**src/hdl/imh_pkg.sv**
```systemverilog
// Shared types and codes for the indexed min-heap.
package imh_pkg;

  // Fixed sizes: heap capacity and grid side
  localparam int CAPACITY  = 4096;
  localparam int GRID_SIDE = 64;

  typedef enum logic [1:0] {
    OP_INSERT = 2'd0,
    OP_DECKEY = 2'd1,
    OP_DELETE = 2'd2,
    OP_LOOKUP = 2'd3
  } op_t;

  typedef enum logic [1:0] {
    ST_OK    = 2'd0,
    ST_FULL  = 2'd1,
    ST_EMPTY = 2'd2,
    ST_RANGE = 2'd3
  } status_t;

  typedef enum logic [4:0] {
    S_CLEAR,
    S_IDLE,
    S_DECODE,
    S_DK_RD,
    S_DK_WAIT,
    S_UP_RD,
    S_UP_WAIT,
    S_UP_CMP,
    S_DEL_RD0,
    S_DEL_WAIT0,
    S_DEL_LAST,
    S_DN_RD,
    S_DN_WAIT,
    S_DN_CMP,
    S_LK_RD,
    S_LK_WAIT,
    S_PLACE,
    S_DONE
  } state_t;

  // Commands from the controller to the datapath.
  typedef struct packed {
    logic clr_step;     // write one table entry to -1 and advance the sweep
    logic latch_in;     // capture the transaction fields
    logic rd_node_pos;  // read node at current position
    logic rd_root;      // read root node (for table clear on delete)
    logic rd_last;      // read last node
    logic rd_parent;    // read parent node
    logic rd_children;  // read both children
    logic rd_tbl;       // read table at the input cell
    logic load_cur;     // take read node as the moving node (decrease key)
    logic load_last;    // take read node as the moving node (delete)
    logic clr_root_tbl; // write -1 to the table entry of the read root
    logic cnt_inc;
    logic cnt_dec;
    logic init_ins;     // position := count
    logic init_root;    // position := 0
    logic move_up;      // parent -> position, position := parent
    logic move_down;    // picked child -> position, position := child
    logic place;        // write moving node at position
    logic set_pos;      // result position := current position
    logic set_tbl;      // result position := table read
    logic set_status;
    status_t status;
    logic done;
  } cmd_t;

  // Status back to the controller.
  typedef struct packed {
    logic    clr_last;
    op_t     op;
    logic    in_grid;
    logic    full;
    logic    empty;
    logic    idx_bad;
    logic    at_root;
    logic    parent_gt;
    logic    child_lt;
    logic    one_left; // count is exactly one
  } sts_t;

endpackage

```
**src/hdl/imh_ctrl.sv**
```systemverilog
// Controller state machine for the indexed min-heap.
module imh_ctrl (
  input  logic           clk,
  input  logic           rst_n,
  input  logic           start,
  output logic           busy,
  input  imh_pkg::sts_t  sts,
  output imh_pkg::cmd_t  cmd
);

  imh_pkg::state_t state_r, state_nxt;

  // State register
  always_ff @(posedge clk) begin
    if (!rst_n) state_r <= imh_pkg::S_CLEAR;
    else        state_r <= state_nxt;
  end

  assign busy = (state_r != imh_pkg::S_IDLE);

  // Next state and commands
  always_comb begin
    state_nxt = state_r;
    cmd = '0;
    cmd.status = imh_pkg::ST_OK;
    unique case (state_r)
      imh_pkg::S_CLEAR: begin
        cmd.clr_step = 1'b1;
        if (sts.clr_last) state_nxt = imh_pkg::S_IDLE;
      end
      imh_pkg::S_IDLE: begin
        if (start) begin
          cmd.latch_in = 1'b1;
          state_nxt = imh_pkg::S_DECODE;
        end
      end
      imh_pkg::S_DECODE: begin
        cmd.set_status = 1'b1;
        state_nxt = imh_pkg::S_DONE;
        unique case (sts.op)
          imh_pkg::OP_INSERT: begin
            if (!sts.in_grid) cmd.status = imh_pkg::ST_RANGE;
            else if (sts.full) cmd.status = imh_pkg::ST_FULL;
            else begin
              cmd.init_ins = 1'b1;
              cmd.cnt_inc = 1'b1;
              state_nxt = imh_pkg::S_UP_RD;
            end
          end
          imh_pkg::OP_DECKEY: begin
            if (sts.idx_bad) cmd.status = imh_pkg::ST_RANGE;
            else state_nxt = imh_pkg::S_DK_RD;
          end
          imh_pkg::OP_DELETE: begin
            if (sts.empty) cmd.status = imh_pkg::ST_EMPTY;
            else state_nxt = imh_pkg::S_DEL_RD0;
          end
          imh_pkg::OP_LOOKUP: begin
            if (!sts.in_grid) cmd.status = imh_pkg::ST_RANGE;
            else state_nxt = imh_pkg::S_LK_RD;
          end
          default: state_nxt = imh_pkg::S_DONE;
        endcase
      end
      imh_pkg::S_DK_RD: begin
        cmd.rd_node_pos = 1'b1;
        state_nxt = imh_pkg::S_DK_WAIT;
      end
      imh_pkg::S_DK_WAIT: begin
        cmd.load_cur = 1'b1;
        state_nxt = imh_pkg::S_UP_RD;
      end
      imh_pkg::S_UP_RD: begin
        if (sts.at_root) state_nxt = imh_pkg::S_PLACE;
        else begin
          cmd.rd_parent = 1'b1;
          state_nxt = imh_pkg::S_UP_WAIT;
        end
      end
      imh_pkg::S_UP_WAIT: state_nxt = imh_pkg::S_UP_CMP;
      imh_pkg::S_UP_CMP: begin
        if (sts.parent_gt) begin
          cmd.move_up = 1'b1;
          state_nxt = imh_pkg::S_UP_RD;
        end else state_nxt = imh_pkg::S_PLACE;
      end
      imh_pkg::S_DEL_RD0: begin
        cmd.rd_root = 1'b1;
        state_nxt = imh_pkg::S_DEL_WAIT0;
      end
      imh_pkg::S_DEL_WAIT0: begin
        cmd.clr_root_tbl = 1'b1;
        cmd.cnt_dec = 1'b1;
        cmd.rd_last = 1'b1;
        state_nxt = sts.one_left ? imh_pkg::S_DONE : imh_pkg::S_DEL_LAST;
      end
      imh_pkg::S_DEL_LAST: begin
        cmd.load_last = 1'b1;
        cmd.init_root = 1'b1;
        state_nxt = imh_pkg::S_DN_RD;
      end
      imh_pkg::S_DN_RD: begin
        cmd.rd_children = 1'b1;
        state_nxt = imh_pkg::S_DN_WAIT;
      end
      imh_pkg::S_DN_WAIT: state_nxt = imh_pkg::S_DN_CMP;
      imh_pkg::S_DN_CMP: begin
        if (sts.child_lt) begin
          cmd.move_down = 1'b1;
          state_nxt = imh_pkg::S_DN_RD;
        end else state_nxt = imh_pkg::S_PLACE;
      end
      imh_pkg::S_LK_RD: begin
        cmd.rd_tbl = 1'b1;
        state_nxt = imh_pkg::S_LK_WAIT;
      end
      imh_pkg::S_LK_WAIT: begin
        cmd.set_tbl = 1'b1;
        state_nxt = imh_pkg::S_DONE;
      end
      imh_pkg::S_PLACE: begin
        cmd.place = 1'b1;
        cmd.set_pos = 1'b1;
        state_nxt = imh_pkg::S_DONE;
      end
      imh_pkg::S_DONE: begin
        cmd.done = 1'b1;
        state_nxt = imh_pkg::S_IDLE;
      end
      default: state_nxt = imh_pkg::S_IDLE;
    endcase
  end

endmodule

```
**config.mk**
```make
export PLATFORM = sky130hd
export DESIGN_NAME = imh_ctrl
export DESIGN_NICKNAME = d
export VERILOG_FILES = /design/src/hdl/imh_pkg.sv /design/src/hdl/imh_ctrl.sv
export SDC_FILE = /design/constraint.sdc
export NUM_CORES = 1
export LEC_CHECK = 0
export ABC_AREA = 1
export BUFFER_PORTS_ARGS = -buffer_cell sky130_fd_sc_hd__clkbuf_2
export CORE_UTILIZATION = 49
export CTS_BUF_LIST = sky130_fd_sc_hd__clkbuf_8
export DETAILED_ROUTE_END_ITERATION = 8
export PLACE_DENSITY = 0.91
export SYNTH_ARGS = -nofsm -noshare
export SYNTH_HDL_FRONTEND = slang
export SYNTH_SLANG_ARGS = --single-unit
```
**constraint.sdc**
```tcl
create_clock -name clk -period 3.3 [get_ports clk]
set_input_delay 0 -clock clk [delete_from_list [all_inputs] [get_ports clk]]
set_output_delay 0 -clock clk [all_outputs]
set_load 0.02 [all_outputs]
```
==> out/qor.txt <==
Slew Limit Headroom = 0.696
Buffers on Ports = 38
clock skew = 5.54 ps
Post-CTS Resized = 0
# setup viols final = 0
GRT Total Usage = 0.323
# rows = 13
share of cells above drive strength 1 = 0.257
DP Worst Slack = 1820 ps
MaxCap Viol Count = 0
FF/Latch Area = 100 µm²
Inst Count DP = 186
Iter 0 DRT Violations = 50
CTS tree = built
crit path setup slack, layout = 1650 ps
status = finished, final reports clean
setup tns final = 0 ps
area grow syn2layout = 29.4%
diode count = 0
GRT Residual Overflow = 0
Die ar. = 1590 µm²
worst reg2reg path depth = 9
clock sinks = 5
VDD IR max = 254 µV
Total Power = 271 µW
largest net degree at the start of global routing = 9
final hold slack = 22.7 ps
# nets final = 190
EDFF count, synth = 0
number of antenna violations at the first check in global routing = 0
Placer Congestion = 0.982
Synth warnings = 0
HPWL Detailed = 1840 µm
Final period util = 0.500
DRT Pass-1 Iters = 4
total power divided by cell area = 298 nW/µm²
cell area after synthesis = 703 µm²
final worst path period need = 1650 ps
Clock Root Buffer = clkbuf_8
total number of vias = 1048
Synth top area share = 0.181
worst hold path depth = 3
clock latency on the worst-skew pair = 220 ps
fillcell total = 139
Core ar. = 1320 µm²
Worst EP required = 3300 ps
vias per inst = 5.52
library cells used by synthesis = 22
Largest Register = state_r
largest cells by area after synthesis = nand2_1 (18%), nor2_1 (15%), dfxtp_1 (14%)
CP startpoint kind = flip-flop
count leader, synth = nand2_1
ys async rst share = 0
flops & latches, synth = 5
Final Max Slew Viols = 0
RSZ-0062 raised after global routing = false
Area after DPL = 865 µm²
Hold Crit Class = primary input to flip-flop
max reg flops = 5
Arr. time, crit path = 1650 ps
post-layout util = 0.690
area of the multi-input gates = 454 µm²
htree depth = 1
Regs by FF count = state_r: 5 flops
Worst-path clk slew = 40 ps
flop2flop setup slack = 1780 ps
top_reg_cell synth = dfxtp_1
Cells after Synth = 140
I/O pin count = 39
Routed WL per cell = 11.8 µm
Post-synth top cells = nand2_1 (34), nor2_1 (29), inv_1 (26), nand3_1 (13)
Critical Path Fanout Max = 8
post-route ant nets = 0
worst slew pin tran = 454 ps
total clock buffers created by CTS = 3
first-pass GRT wire length = 3450 µm
FMAX = 606 MHz
Die Wd = 39.9 µm
Fin. Hold Viols = 0
LEAKAGE = 0.609 nW
Post-Layout Inst Area = 910 µm²
CP endpoint kind = primary output
Synth Area per Inst = 5.02 µm²
Final Non-Filler Cells = 190
Hold-fix buffers, CTS = 0
crit path kind = flip-flop to primary output
Initial Util = 0.534
post-synthesis net count = 154
Yosys top cell by area = nand2_1
Post-CTS Setup Inserts = 0
Die Ht = 39.9 µm
Clock Path Buffers = 2
# DRC = 0
post-synthesis sequential area ratio = 0.142
vias in the first global route = 857
Post-Route WL = 2250 µm
-- layer usage --
metal	track usage	up-vias	part of all wire
met5	0	-	0
met4	0.147	0	0.026
met3	0.0455	6	0.11
met2	0.605	85	0.49
met1	0.343	453	0.37
li1	-	504	-
-- path summary, 6_finish.rpt --
check	from	endpoint
worst max-delay path	state_r[2]	cmd[2]
worst min-delay path	rst_n	state_r[0]
worst max register to register	state_r[2]	state_r[0]
worst min register to register	state_r[0]	state_r[2]
-- power breakdown --
| group | switching, mW | leakage, nW | total, mW | internal [mW] |
|---|---|---|---|---|
| clock | 0.0317 | 0.0269 | 0.112 | 0.0799 |
| combinational | 0.0623 | 0.542 | 0.0907 | 0.0284 |
| sequential | 0.00437 | 0.0406 | 0.0686 | 0.0643 |
-- critical path: stages, from the launching register on --
cell and delay (ps):
dfxtp_1 400, nor2_4 170, nand2_1 120, nor2_1 290
nand2_1 90, nor2_1 140, clkbuf_2 210
-- layout by cell type, fill, tap and decap left out --
cell      instances
o21ai_0           4
inv_1            27
nor3b_1           1
o21ai_1           1
nor4_1            1
o31ai_1           1
nor2_4            1
o211ai_1          1
nor2_2            2
clkbuf_2         38
dfxtp_1           5
nor2_1           29
nand3_1          13
a31oi_1           2
a21oi_1           4
inv_2             1
clkbuf_8          3
o21bai_1          1
nand3b_1          1
nor3_1            3
nand2_1          34
nand4_1           2
-- cells by family after synthesis --
| group | share of synthesized area |
|---|---|
| AOI/OAI and AO/OA | 0.114 |
| buffers and inverters | 0.212 |
| and+or+nand+nor | 0.532 |
| DFF | 0.142 |
-- area by class of cell --
cell class,instances,area share
flip-flops and latches,5,0.110
clock buffers,3,0.0454
multi-input cells,101,0.499
clock inverters,1,0.00413
well taps,15,0.0206
repair buffers,38,0.209
inverters,27,0.111
(Power assumes the default switching activity.)
